[src/sv/imu_tilt_pkg.sv]
// imu_tilt_pkg: shared types, constants and tables for the imu tilt / flight phase block
// no dependencies
package imu_tilt_pkg;

  localparam int CordicStepsDef = 16;
  localparam int QuietCountBitsDef = 16;
  localparam int AtanTabLen = 24;

  // register indexes
  localparam logic [2:0] RegBiasX   = 3'd0;
  localparam logic [2:0] RegBiasY   = 3'd1;
  localparam logic [2:0] RegBiasZ   = 3'd2;
  localparam logic [2:0] RegAccThr  = 3'd3;
  localparam logic [2:0] RegRateThr = 3'd4;
  localparam logic [2:0] RegQuiet   = 3'd5;

  // accel offsets in 1/65536 count
  localparam logic signed [32:0] AccOffX = 33'sd13978508;
  localparam logic signed [32:0] AccOffY = -33'sd7031130;
  localparam logic signed [32:0] AccOffZ = -33'sd59904056;

  // sequencer states
  typedef enum logic [3:0] {
    ST_IDLE,
    ST_MAT,
    ST_SUMSQ,
    ST_SQRT,
    ST_CORDIC,
    ST_ANGLE,
    ST_DONE
  } seq_state_t;

  // atan table in 1/65536 degree
  function automatic logic signed [23:0] atan_entry(input logic [4:0] i);
    logic signed [23:0] v;
    begin
      unique case (i)
        5'd0:  v = 24'sd2949120;
        5'd1:  v = 24'sd1740967;
        5'd2:  v = 24'sd919879;
        5'd3:  v = 24'sd466945;
        5'd4:  v = 24'sd234379;
        5'd5:  v = 24'sd117304;
        5'd6:  v = 24'sd58666;
        5'd7:  v = 24'sd29335;
        5'd8:  v = 24'sd14668;
        5'd9:  v = 24'sd7334;
        5'd10: v = 24'sd3667;
        5'd11: v = 24'sd1833;
        5'd12: v = 24'sd917;
        5'd13: v = 24'sd458;
        5'd14: v = 24'sd229;
        5'd15: v = 24'sd115;
        5'd16: v = 24'sd57;
        5'd17: v = 24'sd29;
        5'd18: v = 24'sd14;
        5'd19: v = 24'sd7;
        5'd20: v = 24'sd4;
        5'd21: v = 24'sd2;
        5'd22: v = 24'sd1;
        default: v = 24'sd0;
      endcase
      return v;
    end
  endfunction

  // calibration matrix, Q2.16
  function automatic logic signed [17:0] cal_coef(input logic [3:0] k);
    logic signed [17:0] v;
    begin
      unique case (k)
        4'd0: v = 18'sd65745;
        4'd1: v = 18'sd83;
        4'd2: v = 18'sd90;
        4'd3: v = 18'sd83;
        4'd4: v = 18'sd65136;
        4'd5: v = -18'sd58;
        4'd6: v = 18'sd90;
        4'd7: v = -18'sd58;
        4'd8: v = 18'sd64074;
        default: v = 18'sd0;
      endcase
      return v;
    end
  endfunction

endpackage

[src/sv/imu_tilt_if.sv]
// imu_tilt_if: valid/ready channels for samples and results
// depends on nothing
interface imu_sample_if;
  logic valid;
  logic ready;
  logic signed [15:0] raw_accel_x;
  logic signed [15:0] raw_accel_y;
  logic signed [15:0] raw_accel_z;
  logic signed [15:0] raw_rate_x;
  logic signed [15:0] raw_rate_y;
  logic signed [15:0] raw_rate_z;
  modport source (output valid, raw_accel_x, raw_accel_y, raw_accel_z,
                  raw_rate_x, raw_rate_y, raw_rate_z, input ready);
  modport sink (input valid, raw_accel_x, raw_accel_y, raw_accel_z,
                raw_rate_x, raw_rate_y, raw_rate_z, output ready);
endinterface

interface imu_result_if;
  logic valid;
  logic ready;
  logic signed [16:0] accel_x_cal;
  logic signed [16:0] accel_y_cal;
  logic signed [16:0] accel_z_cal;
  logic signed [16:0] roll_rate;
  logic signed [16:0] pitch_rate;
  logic signed [16:0] yaw_rate;
  logic signed [14:0] pitch_angle;
  logic signed [14:0] roll_angle;
  logic airborne;
  logic landed;
  modport source (output valid, accel_x_cal, accel_y_cal, accel_z_cal, roll_rate,
                  pitch_rate, yaw_rate, pitch_angle, roll_angle, airborne, landed,
                  input ready);
  modport sink (input valid, accel_x_cal, accel_y_cal, accel_z_cal, roll_rate,
                pitch_rate, yaw_rate, pitch_angle, roll_angle, airborne, landed,
                output ready);
endinterface

[src/sv/imu_tilt_cordic.sv]
// imu_tilt_cordic: iterative atan2 in vectoring mode, one micro-rotation per cycle
// depends on imu_tilt_pkg
module imu_tilt_cordic
  import imu_tilt_pkg::*;
#(
  parameter int CordicSteps = CordicStepsDef
) (
  input  logic               clk,
  input  logic               rst,
  input  logic               start,
  input  logic signed [16:0] y_in,
  input  logic [16:0]        x_in,
  output logic               done,
  output logic signed [14:0] angle
);
  localparam int StepBits = $clog2(CordicSteps + 1);

  logic signed [33:0] cx, cy, cx_next, cy_next, sx, sy;
  logic signed [27:0] z, z_next, zr;
  logic [StepBits-1:0] step;
  logic busy, zero_y;
  logic [4:0] idx;

  assign idx = 5'(step);
  assign sx = cx >>> step;
  assign sy = cy >>> step;

  // one micro-rotation
  always_comb begin
    if (cy >= 0) begin
      cx_next = cx + sy;
      cy_next = cy - sx;
      z_next = z + 28'(atan_entry(idx));
    end else begin
      cx_next = cx - sy;
      cy_next = cy + sx;
      z_next = z - 28'(atan_entry(idx));
    end
  end

  always_ff @(posedge clk) begin
    if (rst) begin
      busy <= 1'b0;
      done <= 1'b0;
      step <= '0;
    end else begin
      done <= 1'b0;
      if (start) begin
        busy <= 1'b1;
        step <= '0;
        cx <= 34'(signed'({1'b0, x_in})) <<< 12;
        cy <= 34'(y_in) <<< 12;
        z <= '0;
        zero_y <= (y_in == 0);
      end else if (busy) begin
        cx <= cx_next;
        cy <= cy_next;
        z <= z_next;
        if (step == StepBits'(CordicSteps - 1) || step == StepBits'(AtanTabLen - 1)) begin
          busy <= 1'b0;
          done <= 1'b1;
        end
        step <= step + 1'b1;
      end
    end
  end

  // round to 1/128 degree and clamp
  assign zr = (z + 28'sd256) >>> 9;
  always_comb begin
    if (zero_y) angle = '0;
    else if (zr > 28'sd11520) angle = 15'sd11520;
    else if (zr < -28'sd11520) angle = -15'sd11520;
    else angle = zr[14:0];
  end
endmodule

[src/sv/imu_tilt_and_flight_phase_top.sv]
// imu_tilt_and_flight_phase_top: calibration, tilt and flight phase sequencer
// depends on imu_tilt_pkg, imu_tilt_if, imu_tilt_cordic
//
//  channel | dir | handshake     | payload
//  smp     | in  | valid/ready   | raw accel and gyro counts
//  res     | out | valid/ready   | calibrated values, tilt, phase flags
//  apb     | in  | psel/penable  | six 16-bit config registers
//
// a sample passes through an accept step, 9 matrix products, then per angle 2
// sum-of-squares products, 18 root steps, CordicSteps rotations (capped by the atan
// table length) plus a done strobe and an angle step, then the result hand-off.
// the result is offered once the shared multiplier, the root loop and the rotation
// unit have run for both angles.
// reset clears registers to defaults and the phase flags. a stalled result holds
// the block; the next sample can be taken the cycle after the result transfer.
module imu_tilt_and_flight_phase_top
  import imu_tilt_pkg::*;
#(
  parameter int CordicSteps = CordicStepsDef,
  parameter int QuietCountBits = QuietCountBitsDef
) (
  input  logic        clk,
  input  logic        rst,
  imu_sample_if.sink  smp,
  imu_result_if.source res,
  input  logic        psel,
  input  logic        penable,
  input  logic        pwrite,
  input  logic [4:0]  paddr,
  input  logic [31:0] pwdata,
  output logic [31:0] prdata,
  output logic        pready
);
  // config registers
  logic signed [15:0] bias_x, bias_y, bias_z;
  logic [15:0] acc_thr, rate_thr, quiet_req;
  logic [2:0] reg_idx;
  assign reg_idx = paddr[4:2];
  assign pready = 1'b1;

  always_ff @(posedge clk) begin
    if (rst) begin
      bias_x <= '0;
      bias_y <= '0;
      bias_z <= '0;
      acc_thr <= 16'd8192;
      rate_thr <= 16'd655;
      quiet_req <= 16'd50;
    end else if (psel && penable && pwrite) begin
      unique case (reg_idx)
        RegBiasX:   bias_x <= pwdata[15:0];
        RegBiasY:   bias_y <= pwdata[15:0];
        RegBiasZ:   bias_z <= pwdata[15:0];
        RegAccThr:  acc_thr <= pwdata[15:0];
        RegRateThr: rate_thr <= pwdata[15:0];
        RegQuiet:   quiet_req <= pwdata[15:0];
        default: ;
      endcase
    end
  end

  always_comb begin
    unique case (reg_idx)
      RegBiasX:   prdata = {16'd0, bias_x};
      RegBiasY:   prdata = {16'd0, bias_y};
      RegBiasZ:   prdata = {16'd0, bias_z};
      RegAccThr:  prdata = {16'd0, acc_thr};
      RegRateThr: prdata = {16'd0, rate_thr};
      RegQuiet:   prdata = {16'd0, quiet_req};
      default:    prdata = '0;
    endcase
  end

  seq_state_t state, state_next;
  logic [3:0] cnt;
  logic [4:0] sq_cnt;
  logic pass;  // 0 pitch, 1 roll

  logic signed [32:0] a_off [3];
  logic signed [16:0] cal [3];
  logic signed [16:0] rate [3];
  logic signed [53:0] acc;
  logic [34:0] sumsq;
  logic [34:0] sq_v, sq_res, sq_bit;
  logic signed [16:0] y_sel;
  logic [16:0] root;
  logic cor_start, cor_done;
  logic signed [14:0] cor_angle;
  logic signed [14:0] pitch_a, roll_a;
  logic takeoff_seen, landing_seen;
  logic [QuietCountBits-1:0] quiet_count;
  logic [1:0] row, col;

  // matrix row and column from the product counter
  assign row = (cnt >= 4'd6) ? 2'd2 : ((cnt >= 4'd3) ? 2'd1 : 2'd0);
  assign col = 2'(cnt - 4'(row) * 4'd3);

  // shared multiplier: matrix coefficient times offset accel, or square of cal
  logic signed [32:0] mul_a;
  logic signed [17:0] mul_b;
  logic signed [50:0] prod;
  always_comb begin
    if (state == ST_MAT) begin
      mul_a = a_off[col];
      mul_b = cal_coef(cnt);
    end else begin
      mul_a = 33'(cal[(cnt[0] ^ pass) ? 2'd2 : (pass ? 2'd0 : 2'd1)]);
      mul_b = 18'(cal[(cnt[0] ^ pass) ? 2'd2 : (pass ? 2'd0 : 2'd1)]);
    end
    prod = 51'(mul_a) * 51'(mul_b);
  end

  // rounding of a matrix row
  logic signed [53:0] row_sum;
  logic signed [21:0] row_r;
  assign row_sum = acc + 54'(prod) + 54'sd2147483648;
  assign row_r = 22'(row_sum >>> 32);

  // root step
  logic [34:0] trial;
  assign trial = sq_res + sq_bit;

  always_comb begin
    state_next = state;
    unique case (state)
      ST_IDLE:   if (smp.valid) state_next = ST_MAT;
      ST_MAT:    if (cnt == 4'd8) state_next = ST_SUMSQ;
      ST_SUMSQ:  if (cnt == 4'd1) state_next = ST_SQRT;
      ST_SQRT:   if (sq_cnt == 5'd17) state_next = ST_CORDIC;
      ST_CORDIC: if (cor_done) state_next = ST_ANGLE;
      ST_ANGLE:  state_next = pass ? ST_DONE : ST_SUMSQ;
      ST_DONE:   if (res.ready) state_next = ST_IDLE;
      default:   state_next = ST_IDLE;
    endcase
  end

  always_comb begin
    smp.ready = (state == ST_IDLE);
    res.valid = (state == ST_DONE);
    cor_start = (state == ST_SQRT) && (sq_cnt == 5'd17);
  end

  assign y_sel = pass ? cal[1] : cal[0];
  assign root = (trial <= sq_v) ? 17'((sq_res >> 1) + sq_bit) : 17'(sq_res >> 1);

  // phase flags from calibrated and corrected values
  logic acc_hi, rate_hi, quiet;
  always_comb begin
    acc_hi = 1'b0;
    rate_hi = 1'b0;
    quiet = 1'b1;
    for (int i = 0; i < 3; i++) begin
      if ((cal[i] < 0 ? -18'(cal[i]) : 18'(cal[i])) > 18'(acc_thr)) acc_hi = 1'b1;
      if ((rate[i] < 0 ? -18'(rate[i]) : 18'(rate[i])) > 18'(rate_thr)) rate_hi = 1'b1;
      if (!((cal[i] < 0 ? -18'(cal[i]) : 18'(cal[i])) < 18'(acc_thr)) ||
          !((rate[i] < 0 ? -18'(rate[i]) : 18'(rate[i])) < 18'(rate_thr)))
        quiet = 1'b0;
    end
  end

  logic [QuietCountBits-1:0] qc_next;
  always_comb begin
    if (!quiet) qc_next = '0;
    else if (quiet_count != '1) qc_next = quiet_count + 1'b1;
    else qc_next = quiet_count;
  end

  always_ff @(posedge clk) begin
    if (rst) begin
      state <= ST_IDLE;
      cnt <= '0;
      sq_cnt <= '0;
      pass <= 1'b0;
      takeoff_seen <= 1'b0;
      landing_seen <= 1'b0;
      quiet_count <= '0;
    end else begin
      state <= state_next;
      unique case (state)
        ST_IDLE: begin
          cnt <= '0;
          pass <= 1'b0;
          acc <= '0;
          if (smp.valid) begin
            a_off[0] <= (33'(smp.raw_accel_x) <<< 16) - AccOffX;
            a_off[1] <= (33'(smp.raw_accel_y) <<< 16) - AccOffY;
            a_off[2] <= (33'(smp.raw_accel_z) <<< 16) - AccOffZ;
            rate[0] <= 17'(smp.raw_rate_x) - 17'(bias_x);
            rate[1] <= 17'(smp.raw_rate_y) - 17'(bias_y);
            rate[2] <= 17'(smp.raw_rate_z) - 17'(bias_z);
          end
        end
        ST_MAT: begin
          // accumulate one row, round and saturate at its end
          if (col == 2'd2) begin
            acc <= '0;
            if (row_r > 22'sd65535) cal[row] <= 17'sd65535;
            else if (row_r < -22'sd65536) cal[row] <= -17'sd65536;
            else cal[row] <= row_r[16:0];
          end else begin
            acc <= acc + 54'(prod);
          end
          cnt <= (cnt == 4'd8) ? 4'd0 : cnt + 1'b1;
        end
        ST_SUMSQ: begin
          if (cnt == 4'd0) sumsq <= 35'(prod);
          else begin
            sq_v <= sumsq + 35'(prod);
            sq_res <= '0;
            sq_bit <= 35'd1 << 34;
            sq_cnt <= '0;
          end
          cnt <= (cnt == 4'd1) ? 4'd0 : cnt + 1'b1;
        end
        ST_SQRT: begin
          if (trial <= sq_v) begin
            sq_v <= sq_v - trial;
            sq_res <= (sq_res >> 1) + sq_bit;
          end else begin
            sq_res <= sq_res >> 1;
          end
          sq_bit <= sq_bit >> 2;
          sq_cnt <= sq_cnt + 1'b1;
        end
        ST_CORDIC: ;
        ST_ANGLE: begin
          if (pass) roll_a <= cor_angle;
          else pitch_a <= cor_angle;
          pass <= 1'b1;
          cnt <= '0;
          if (pass) begin
            // flight phase update
            if (!takeoff_seen) begin
              if (acc_hi && rate_hi) takeoff_seen <= 1'b1;
            end else begin
              quiet_count <= qc_next;
              if (32'(qc_next) >= 32'(quiet_req)) landing_seen <= 1'b1;
            end
          end
        end
        ST_DONE: ;
        default: ;
      endcase
    end
  end

  imu_tilt_cordic #(.CordicSteps(CordicSteps)) u_cordic (
    .clk   (clk),
    .rst   (rst),
    .start (cor_start),
    .y_in  (y_sel),
    .x_in  (root),
    .done  (cor_done),
    .angle (cor_angle)
  );

  assign res.accel_x_cal = cal[0];
  assign res.accel_y_cal = cal[1];
  assign res.accel_z_cal = cal[2];
  assign res.roll_rate = rate[0];
  assign res.pitch_rate = rate[1];
  assign res.yaw_rate = rate[2];
  assign res.pitch_angle = pitch_a;
  assign res.roll_angle = roll_a;
  assign res.airborne = takeoff_seen;
  assign res.landed = landing_seen;

  // checks
  a_landed_needs_air: assert property (@(posedge clk) disable iff (rst)
    landing_seen |-> takeoff_seen) else $error("landed without takeoff");
  a_no_accept_busy: assert property (@(posedge clk) disable iff (rst)
    res.valid |-> !smp.ready) else $error("sample taken while result pending");
  a_air_sticky: assert property (@(posedge clk) disable iff (rst)
    $past(takeoff_seen) |-> takeoff_seen) else $error("takeoff flag cleared");
endmodule
[src/flat_wrapper.sv]
// flat-port wrapper written by rule: the top's interface ports become plain ports
module imu_tilt_and_flight_phase_top_flat import imu_tilt_pkg::*;
#(
  parameter int CordicSteps = CordicStepsDef,
  parameter int QuietCountBits = QuietCountBitsDef
)
  (clk, rst, psel, penable, pwrite, paddr, pwdata, prdata, pready, smp_valid, smp_raw_accel_x, smp_raw_accel_y, smp_raw_accel_z, smp_raw_rate_x, smp_raw_rate_y, smp_raw_rate_z, smp_ready, res_valid, res_accel_x_cal, res_accel_y_cal, res_accel_z_cal, res_roll_rate, res_pitch_rate, res_yaw_rate, res_pitch_angle, res_roll_angle, res_airborne, res_landed, res_ready);
  imu_sample_if smp_i ();
  imu_result_if res_i ();
  input  logic clk;
  input  logic rst;
  input  logic psel;
  input  logic penable;
  input  logic pwrite;
  input  logic [4:0] paddr;
  input  logic [31:0] pwdata;
  output logic [31:0] prdata;
  output logic pready;
  input wire logic [$bits(smp_i.valid)-1:0] smp_valid;
  input wire logic [$bits(smp_i.raw_accel_x)-1:0] smp_raw_accel_x;
  input wire logic [$bits(smp_i.raw_accel_y)-1:0] smp_raw_accel_y;
  input wire logic [$bits(smp_i.raw_accel_z)-1:0] smp_raw_accel_z;
  input wire logic [$bits(smp_i.raw_rate_x)-1:0] smp_raw_rate_x;
  input wire logic [$bits(smp_i.raw_rate_y)-1:0] smp_raw_rate_y;
  input wire logic [$bits(smp_i.raw_rate_z)-1:0] smp_raw_rate_z;
  output wire logic [$bits(smp_i.ready)-1:0] smp_ready;
  output wire logic [$bits(res_i.valid)-1:0] res_valid;
  output wire logic [$bits(res_i.accel_x_cal)-1:0] res_accel_x_cal;
  output wire logic [$bits(res_i.accel_y_cal)-1:0] res_accel_y_cal;
  output wire logic [$bits(res_i.accel_z_cal)-1:0] res_accel_z_cal;
  output wire logic [$bits(res_i.roll_rate)-1:0] res_roll_rate;
  output wire logic [$bits(res_i.pitch_rate)-1:0] res_pitch_rate;
  output wire logic [$bits(res_i.yaw_rate)-1:0] res_yaw_rate;
  output wire logic [$bits(res_i.pitch_angle)-1:0] res_pitch_angle;
  output wire logic [$bits(res_i.roll_angle)-1:0] res_roll_angle;
  output wire logic [$bits(res_i.airborne)-1:0] res_airborne;
  output wire logic [$bits(res_i.landed)-1:0] res_landed;
  input wire logic [$bits(res_i.ready)-1:0] res_ready;
  assign smp_i.valid = smp_valid;
  assign smp_i.raw_accel_x = smp_raw_accel_x;
  assign smp_i.raw_accel_y = smp_raw_accel_y;
  assign smp_i.raw_accel_z = smp_raw_accel_z;
  assign smp_i.raw_rate_x = smp_raw_rate_x;
  assign smp_i.raw_rate_y = smp_raw_rate_y;
  assign smp_i.raw_rate_z = smp_raw_rate_z;
  assign smp_ready = smp_i.ready;
  assign res_valid = res_i.valid;
  assign res_accel_x_cal = res_i.accel_x_cal;
  assign res_accel_y_cal = res_i.accel_y_cal;
  assign res_accel_z_cal = res_i.accel_z_cal;
  assign res_roll_rate = res_i.roll_rate;
  assign res_pitch_rate = res_i.pitch_rate;
  assign res_yaw_rate = res_i.yaw_rate;
  assign res_pitch_angle = res_i.pitch_angle;
  assign res_roll_angle = res_i.roll_angle;
  assign res_airborne = res_i.airborne;
  assign res_landed = res_i.landed;
  assign res_i.ready = res_ready;
  imu_tilt_and_flight_phase_top #(.CordicSteps(CordicSteps), .QuietCountBits(QuietCountBits)) u_core (.clk(clk), .rst(rst), .smp(smp_i), .res(res_i), .psel(psel), .penable(penable), .pwrite(pwrite), .paddr(paddr), .pwdata(pwdata), .prdata(prdata), .pready(pready));
endmodule
[config.mk]
export PLATFORM = sky130hd
export DESIGN_NAME = imu_tilt_and_flight_phase_top_flat
export DESIGN_NICKNAME = d
export VERILOG_FILES = /design/src/sv/imu_tilt_pkg.sv /design/src/sv/imu_tilt_if.sv /design/src/sv/imu_tilt_cordic.sv /design/src/sv/imu_tilt_and_flight_phase_top.sv /design/src/flat_wrapper.sv
export SDC_FILE = /design/constraint.sdc
export NUM_CORES = 2
export LEC_CHECK = 0
export BUFFER_PORTS_ARGS = -buffer_cell sky130_fd_sc_hd__buf_2
export CAP_MARGIN = 5
export CORE_MARGIN = 1
export CORE_UTILIZATION = 50
export CTS_BUF_LIST = sky130_fd_sc_hd__clkbuf_4 sky130_fd_sc_hd__clkbuf_8
export DETAILED_ROUTE_END_ITERATION = 8
export MAX_ROUTING_LAYER = met4
export PLACE_DENSITY = 0.69
export SLEW_MARGIN = 0
export SYNTH_ARGS = -nofsm -noshare
export SYNTH_HDL_FRONTEND = slang
export SYNTH_SLANG_ARGS = --single-unit
[constraint.sdc]
create_clock -name clk -period 12.1 [get_ports clk]
set_input_delay 2.42 -clock clk [delete_from_list [all_inputs] [get_ports clk]]
set_output_delay 2.42 -clock clk [all_outputs]
set_load 0.05 [all_outputs]
Word-level counts from Yosys, hierarchy flattened
Memories as Yosys holds them, arrays and structs flattened. A register that Yosys moved wholly into a read port is not among the register bits. Index checks and enable logic that the tools add are counted.

Bits in writable memories: 201. Memory bits (read-only): 1696. Output and inout port bits: 169. Bits of input ports: 140. Memories: 6. Word-level logic and storage cells: 271. Register bits after elaboration: 456.

Memories: (no name shown) (depth 32, bits a word 22, read ports 1, clocked after memory_dff 1, write ports 0, RTL line imu_tilt_pkg.sv:37) `unique case (i)`; (no name shown) (depth 32, bits a word 22, read ports 1, clocked after memory_dff 1, write ports 0, RTL line imu_tilt_pkg.sv:37); (no name shown) (depth 16, bits a word 18, read ports 1, clocked after memory_dff 1, write ports 0, RTL line imu_tilt_pkg.sv:71) `unique case (k)`; u_core.a_off (depth 3, bits a word 33, read ports 1, clocked after memory_dff 0, write ports 3, RTL line imu_tilt_and_flight_phase_top.sv:79) `logic signed [32:0] a_off [3];`; u_core.cal (depth 3, bits a word 17, read ports 4, clocked after memory_dff 0, write ports 1, RTL line imu_tilt_and_flight_phase_top.sv:80) `logic signed [16:0] cal [3];`; u_core.rate (depth 3, bits a word 17, read ports 3, clocked after memory_dff 0, write ports 3, RTL line imu_tilt_and_flight_phase_top.sv:81) `logic signed [16:0] rate [3];`.

Mux-type cells: 98. Reduce and logical (&&, ||, !) cells: 45. Order comparisons: 27. Add/subtract/negate cells: 30. $mul: 2. Eq/ne operators: 26. Shift operators: 2. Bitwise logic cells: 6.

Operators with widths (count): 35-bit case mux with 2 select lines (3); 35-bit 2-to-1 mux (5); 34-bit 2-to-1 mux (5); 18-bit 2-to-1 mux (7); 18-bit by 16-bit > comparator with 1-bit output (6); 18-bit by 16-bit less-than comparator with 1-bit output (6); 18-bit negation (6); 54-bit case mux with 2 select lines (1); 17-bit by 1-bit less-than comparator with 1-bit output, second input constant (6); 16-bit case mux with 6 select lines (1); 35-bit adder (2); 34-bit adder (2); 17-bit 2-to-1 mux (4); 34-bit by 5-bit >>> shifter with 34-bit output (2); 34-bit subtractor (2); 28-bit 2-to-1 mux (2); 54-bit by 33-bit adder with 54-bit output, second input constant (1); 54-bit by 51-bit adder with 54-bit output (1); 54-bit 2-to-1 mux (1); 33-bit by 18-bit multiplier with 51-bit output (1); 16-bit by 16-bit subtractor with 17-bit output (3); 24-bit 2-to-1 mux (2); 15-bit 2-to-1 mux (3); 4-bit 2-to-1 mux (10); other kinds (63) (154).

Longest topological paths before layout
An unclocked memory read counts as a cell.

Depth in word-level cells: 19. Mapped depth: 59. Mapped depth without buffers: 55.

Hierarchy
From an unflattened synthesis, not the netlist that was laid out.

Cells, all modules: 8324. Area total of the unflattened synthesis: 73675.7 um^2.

By module, submodules not included: imu_tilt_and_flight_phase_top (cells each 6290, area each 56686.9 um^2, times used 1, sequential area each 14063.5 um^2); imu_tilt_cordic (cells each 2034, area each 16988.8 um^2, times used 1, sequential area each 3493.4 um^2).

Worst setup path before layout
Ideal clock, no wire load.

Kind: flip-flop to flip-flop. Start: reg u_core.cnt[0]. End: mem u_core.cal[0][10] (data pin). Buffers on the path: 5. Data arrival time: 12.641 ns. Period minus slack after synthesis: 12.930 ns. Stages on the path, launching flop included: 53. Data required time: 11.811 ns. Slack: -0.830 ns. Setup time: 0.289 ns. Path through: dfxtp_1 inv_1 ha_1 o21a_1 nor2_1 o31a_1 ha_1 ha_1 xor2_1 clkbuf_1 a21oi_1 or2_2 clkbuf_1 and2_1 fa_1 inv_1 fa_1 fa_1 (+17 left out) xnor2_1 ha_1 clkbuf_1 nand2_1 nor4_1 inv_1 a211oi_1 o211a_1 or2_2 o311ai_0 nor4_1 and3_1 clkbuf_1 nor4b_1 o21ai_0 a211oi_1 clkbuf_1 o22ai_1.

Cells in the longest elaborated chain, start to end: 19. Elaborated cells between the ends (all ways): 32. Those cells by class: add/sub (3); mul (2); order compare (4); eq/ne (1); mux (19); bitwise (1); memory (2).

Ends and longest elaborated chain: from (decl) (RTL line imu_tilt_and_flight_phase_top.sv:75) `logic [3:0] cnt;`; from (signal assigned) (RTL line imu_tilt_and_flight_phase_top.sv:203) `cnt <= (cnt == 4'd8) ? 4'd0 : cnt + 1'b1;`; from (signal assigned) (RTL line imu_tilt_and_flight_phase_top.sv:213) `cnt <= (cnt == 4'd1) ? 4'd0 : cnt + 1'b1;`; 4-bit by 2-bit greater-or-equal comparator with 1-bit output (RTL line imu_tilt_and_flight_phase_top.sv:95) `assign row = (cnt >= 4'd6) ? 2'd2 : ((cnt >= 4'd3) ? 2'd1 : 2'd0);`; 1-bit 2-to-1 mux (RTL line imu_tilt_and_flight_phase_top.sv:95); 2-bit 2-to-1 mux (RTL line imu_tilt_and_flight_phase_top.sv:95); 2-bit by 1-bit multiplier with 2-bit output (RTL line imu_tilt_and_flight_phase_top.sv:96) `assign col = 2'(cnt - 4'(row) * 4'd3);`; 2-bit subtractor (RTL line imu_tilt_and_flight_phase_top.sv:96); memory read 3 x 33 bit; 33-bit 2-to-1 mux (RTL line imu_tilt_and_flight_phase_top.sv:103) `if (state == ST_MAT) begin`; 33-bit by 18-bit multiplier with 51-bit output (*) (RTL line imu_tilt_and_flight_phase_top.sv:110) `prod = 51'(mul_a) * 51'(mul_b);`; named net u_core.prod[27] (RTL line imu_tilt_and_flight_phase_top.sv:101) `logic signed [50:0] prod;`; (+3 left out); 1-bit 2-to-1 mux (RTL line imu_tilt_and_flight_phase_top.sv:198) `else if (row_r < -22'sd65536) cal[row] <= -17'sd65536;`; 1-bit 2-to-1 mux (RTL line imu_tilt_and_flight_phase_top.sv:197) `if (row_r > 22'sd65535) cal[row] <= 17'sd65535;`; 1-bit 2-to-1 mux (RTL line imu_tilt_and_flight_phase_top.sv:195) `if (col == 2'd2) begin`; 1-bit 2-to-1 mux (RTL line imu_tilt_and_flight_phase_top.sv:179) `unique case (state)`; 1-bit 2-to-1 mux (RTL line imu_tilt_and_flight_phase_top.sv:169) `if (rst) begin`; 1-bit 2-to-1 mux (implied by the code) (RTL line imu_tilt_and_flight_phase_top.sv:198); 17-bit 2-to-1 mux (no source line); 17-bit 2-to-1 mux (no source line) (*); to (decl) (RTL line imu_tilt_and_flight_phase_top.sv:80).

Mark *: on every way through the listed nets, which the timed path passes. The rest lies on a longest branch.

Final worst setup path
Start: reg u_core.cnt[0]. End: mem u_core.cal[3][1] (data pin).

Cells in the longest elaborated chain, start to end: 19. Elaborated cells between the ends (all ways): 32. Those cells by class: add/sub (3); mul (2); order compare (4); eq/ne (1); mux (19); bitwise (1); memory (2).

Ends and longest elaborated chain (RTL line): 4-bit by 2-bit greater-or-equal comparator with 1-bit output (imu_tilt_and_flight_phase_top.sv:95); 1-bit 2-to-1 mux (imu_tilt_and_flight_phase_top.sv:95); 2-bit 2-to-1 mux (imu_tilt_and_flight_phase_top.sv:95); 2-bit by 1-bit multiplier with 2-bit output (imu_tilt_and_flight_phase_top.sv:96); 2-bit subtractor (imu_tilt_and_flight_phase_top.sv:96); memory read 3 x 33 bit; 33-bit 2-to-1 mux (imu_tilt_and_flight_phase_top.sv:103); 33-bit by 18-bit multiplier with 51-bit output (imu_tilt_and_flight_phase_top.sv:110); (+3 left out); 1-bit 2-to-1 mux (imu_tilt_and_flight_phase_top.sv:198); 1-bit 2-to-1 mux (imu_tilt_and_flight_phase_top.sv:197); 1-bit 2-to-1 mux (imu_tilt_and_flight_phase_top.sv:195); 1-bit 2-to-1 mux (imu_tilt_and_flight_phase_top.sv:179); 1-bit 2-to-1 mux (imu_tilt_and_flight_phase_top.sv:169); 1-bit 2-to-1 mux (implied by the code) (imu_tilt_and_flight_phase_top.sv:198); 17-bit 2-to-1 mux (no source line); 17-bit 2-to-1 mux (no source line) (*).

Mark *: on every way between the ends. The rest lies on a longest branch, timed or not.

==> key figures <==
Yosys
  – Largest family of logic cells by synthesized area: adder cells
  – Synth Area in Compound Gates: 0.1437
  – Post-Syn Instances: just over 8000
  – Post-Syn Area: 71360 um^2
  – Main synth FF type: edfxtp_1
  – EDFF count, synth: between 400 and 500
  – Adder and majority gate portion of the synthesized area: 0.2621
  – Post-synthesis mux area share: 0.04710
  – Register area share after synthesis: 0.2460
  – Synth Warn #: 0
  – Synthesis-stage register bit count: 640
  – Top cells by area, synth: edfxtp_1, fa_1, ha_1
  – Synth async-reset ratio: 0
  – Largest area contributor in the netlist: edfxtp_1
  – Post-Synth Simple-Gate Area: 0.1646
  – XOR/XNOR Fraction of Synth Area: 0.06905
  – Synth top area share: 0.1995
  – Distinct cells, synth: 92
  – Average size of a mapped cell: 8.874 um^2

Critical path
  – Largest delay contributor family on the critical path: adder cells
  – CP Max Fanout: 8
  – Crit path capture type: flop
  – CP dominant cell by count: buf_4
  – Startpoint Class: flop
  – CP Class: flop to flop
  – Crit-path max cell delay: 0.57 ns
  – Critical Path AT: 12.70 ns
  – CP max stage cell: fa_2
  – CP bufs+invs: 13
  – Required @ worst endpoint: 12.61 ns

Clocking
  – CTS tree: done
  – CTS Buffer Depth: 3
  – CTS Buf Count: 118
  – Worst-path clk slew: 0.07 ns
  – Post-CTS Hold Buffers: 0
  – # H-tree levels: 3
  – Root Buffer Master: clkbuf_8
  – Clock Latency Late Sink: 0.86 ns
  – Clock sink count: 640

GRT
  – Vias in the first global route: 62990
  – Total global-route track usage: 0.3302
  – Pin count of the biggest net entering global routing: 97
  – First-pass GRT wire length: 361.4 mm
  – Total congestion overflow: 0
  – Initial antenna violation count: 33

STA
  – Min Tclk post-route: between 10 and 15 ns
  – Hold Fails Final Rpt: 0
  – Final WS setup: -0.08906 ns
  – Clk_skew: ~0.08 ns
  – RSZ-0062 raised after global routing: yes
  – Final Max Slew Viols: 0
  – Final setup fails: 50
  – Hold WS: 0.4693 ns
  – Slew headroom: 0.1857
  – Peak Freq: ~80 MHz
  – Worst-Margin Slew: 1.216 ns
  – Period utilization: 1.007

Floorplanning
  – Die area: 144200 um^2
  – Rows: 138
  – Ports: 309
  – Initial Utilization: 0.5040
  – Die H: 379.8 um
  – DIE WIDTH: 379.8 um
  – Core Box Area: 141600 um^2

Drt
  – Starting DRC count in detailed routing: 5502
  – DR vias/cell: approximately 5.8
  – WL per Instance: 21.20 um
  – ANT nets after route: 0
  – 1st-pass router iterations: 8
  – Post-route DRC: 0
  – Total number of vias: 63800
  – Detailed Route WL: ~240 mm

Place
  – I/O Buffers: 273
  – Gp weighted congestion: around 1
  – Area after DPL: 80520 um^2
  – Dpl hpwl: around 190 mm
  – DP Worst Slack: -1.307 ns

Finish
  – Fill cell count: 12440
  – Multi-input logic area: 50930 um^2
  – Fin util: 0.6043
  – Layout cells sized above 1: 0.2035
  – Nets: 10350
  – Fin area: 85560 um^2
  – Area Overhead vs Synth: 19.90%
  – Area occupied by registers: 17570 um^2

Worst hold path
  – Worst Hold Class: flop to flop

Outcome
  – Failing checks: negative setup slack
  – Outcome: finished, violations left

Run
  – MaxCap Viol Count: 0
layout by cell type (no fill, tap or decap), types with 49 or more instances in the layout:
| cell | instances |
|---|---|
| and2_1 | 61 |
| edfxtp_1 | 474 |
| nor3_1 | 112 |
| a22oi_1 | 53 |
| a21oi_1 | 464 |
| inv_1 | 893 |
| and3_1 | 79 |
| or3_1 | 59 |
| xor2_1 | 211 |
| ha_1 | 544 |
| nor2_1 | 791 |
| nand2_1 | 1021 |
| a31oi_1 | 55 |
| a21o_1 | 147 |
| nand2b_1 | 58 |
| o31ai_1 | 67 |
| buf_4 | 862 |
| clkbuf_8 | 133 |
| mux4_2 | 99 |
| buf_2 | 273 |
| o21a_1 | 49 |
| dfxtp_1 | 161 |
| xnor2_1 | 324 |
| nand3_1 | 114 |
| o21ai_0 | 337 |
| fa_1 | 564 |
| nand4_1 | 73 |
layout make-up:
cell class	count	share of cell area
multi-input combinational	6211	0.5952
sequential	640	0.2054
timing repair buffer	1184	0.1007
inverter	909	0.03991
tap	1890	0.02764
clock buffer	170	0.02464
clock inverter	56	0.005762
antenna	26	0.0007604
per-layer routing:
layer	global-route usage	up-vias	wire, um
met2	0.5124	2363	107100
met3	0.05029	502	17550
li1	-	29690	-
met4	0.1225	0	10010
met5	-	-	0
met1	0.4371	31250	100400
synthesized netlist by cell type, drive strengths merged (41+ instances only):
| cell | count |
|---|---|
| ha | 570 |
| a21oi | 507 |
| edfxtp | 474 |
| clkbuf | 247 |
| mux2i | 48 |
| a22oi | 54 |
| xor2 | 219 |
| buf | 67 |
| inv | 905 |
| nand2 | 1037 |
| o21ai | 377 |
| and3 | 85 |
| a211oi | 50 |
| xnor2 | 341 |
| nand4 | 73 |
| o31ai | 68 |
| or2 | 44 |
| nor3 | 125 |
| a21o | 148 |
| and2 | 66 |
| o21bai | 45 |
| o21a | 49 |
| o211ai | 42 |
| or3 | 61 |
| nor2 | 818 |
| nor2b | 41 |
| nand3 | 118 |
| nand2b | 59 |
| mux4 | 113 |
| a31oi | 62 |
| fa | 578 |
| dfxtp | 166 |
| a21boi | 42 |
final timing paths:
kind,from,to,slack (ns),cells after the start
worst max register to register,u_core.cnt[0],u_core.cal[3][1],-0.09,57
worst min-delay path,u_core.bias_x[8],u_core.bias_x[8],0.47,2
worst min register to register,u_core.bias_x[8],u_core.bias_x[8],0.47,2
worst max-delay path,u_core.cnt[0],u_core.cal[3][1],-0.09,57
repair_timing:
item,CTS,global route
endpoints found under the setup margin,72,69
gates cloned,3,0
pin swaps,126,96
gates resized for setup,237,112
setup buffers,47,37
per-stage QoR:
step	instances	TNS (ns)
6_report	11090	-1.871
5_1_grt	11080	-31.40
4_1_cts	11020	0
3_5_place_dp	10750	-84.77
3_3_place_gp	10750	-76.00
2_1_floorplan	8073	0
worst register-to-register path: cells and delay by family (launching register included):
family,cells,cell delay [ns]
AND/OR/NAND/NOR,11,1.54
AO/OA/AOI/OAI,17,3.04
flip-flops,1,0.34
XOR/XNOR,5,1.05
adder cells (fa/ha/maj),11,4.23
buffers and inverters,13,1.65
logic make-up after synthesis:
family	count (synthesis)
AND/OR/NAND/NOR	2641
AO/OA/AOI/OAI	1641
buffers and inverters	1223
adder cells (fa/ha/maj)	1148
flip-flops	640
XOR/XNOR	561
multiplexers	185
other	2
registers in the layout, indices dropped and copies added (netlist names), 16 cells and up, named ones only:
signal              flops
u_core.sq_res          35
u_core.bias_z          16
u_core.quiet_req       16
u_core.rate_thr        16
u_core.sumsq           35
u_core.cal             68
u_core.u_cordic.cx     34
u_core.quiet_count     16
u_core.sq_bit          18
u_core.acc             54
u_core.a_off           51
u_core.sq_v            35
u_core.rate            51
u_core.u_cordic.cy     34
u_core.acc_thr         16
u_core.bias_x          16
u_core.u_cordic.z      28
u_core.bias_y          16
Power is not shown: default switching activity piles up to over one toggle a cycle in this logic, so the estimate is an artifact.
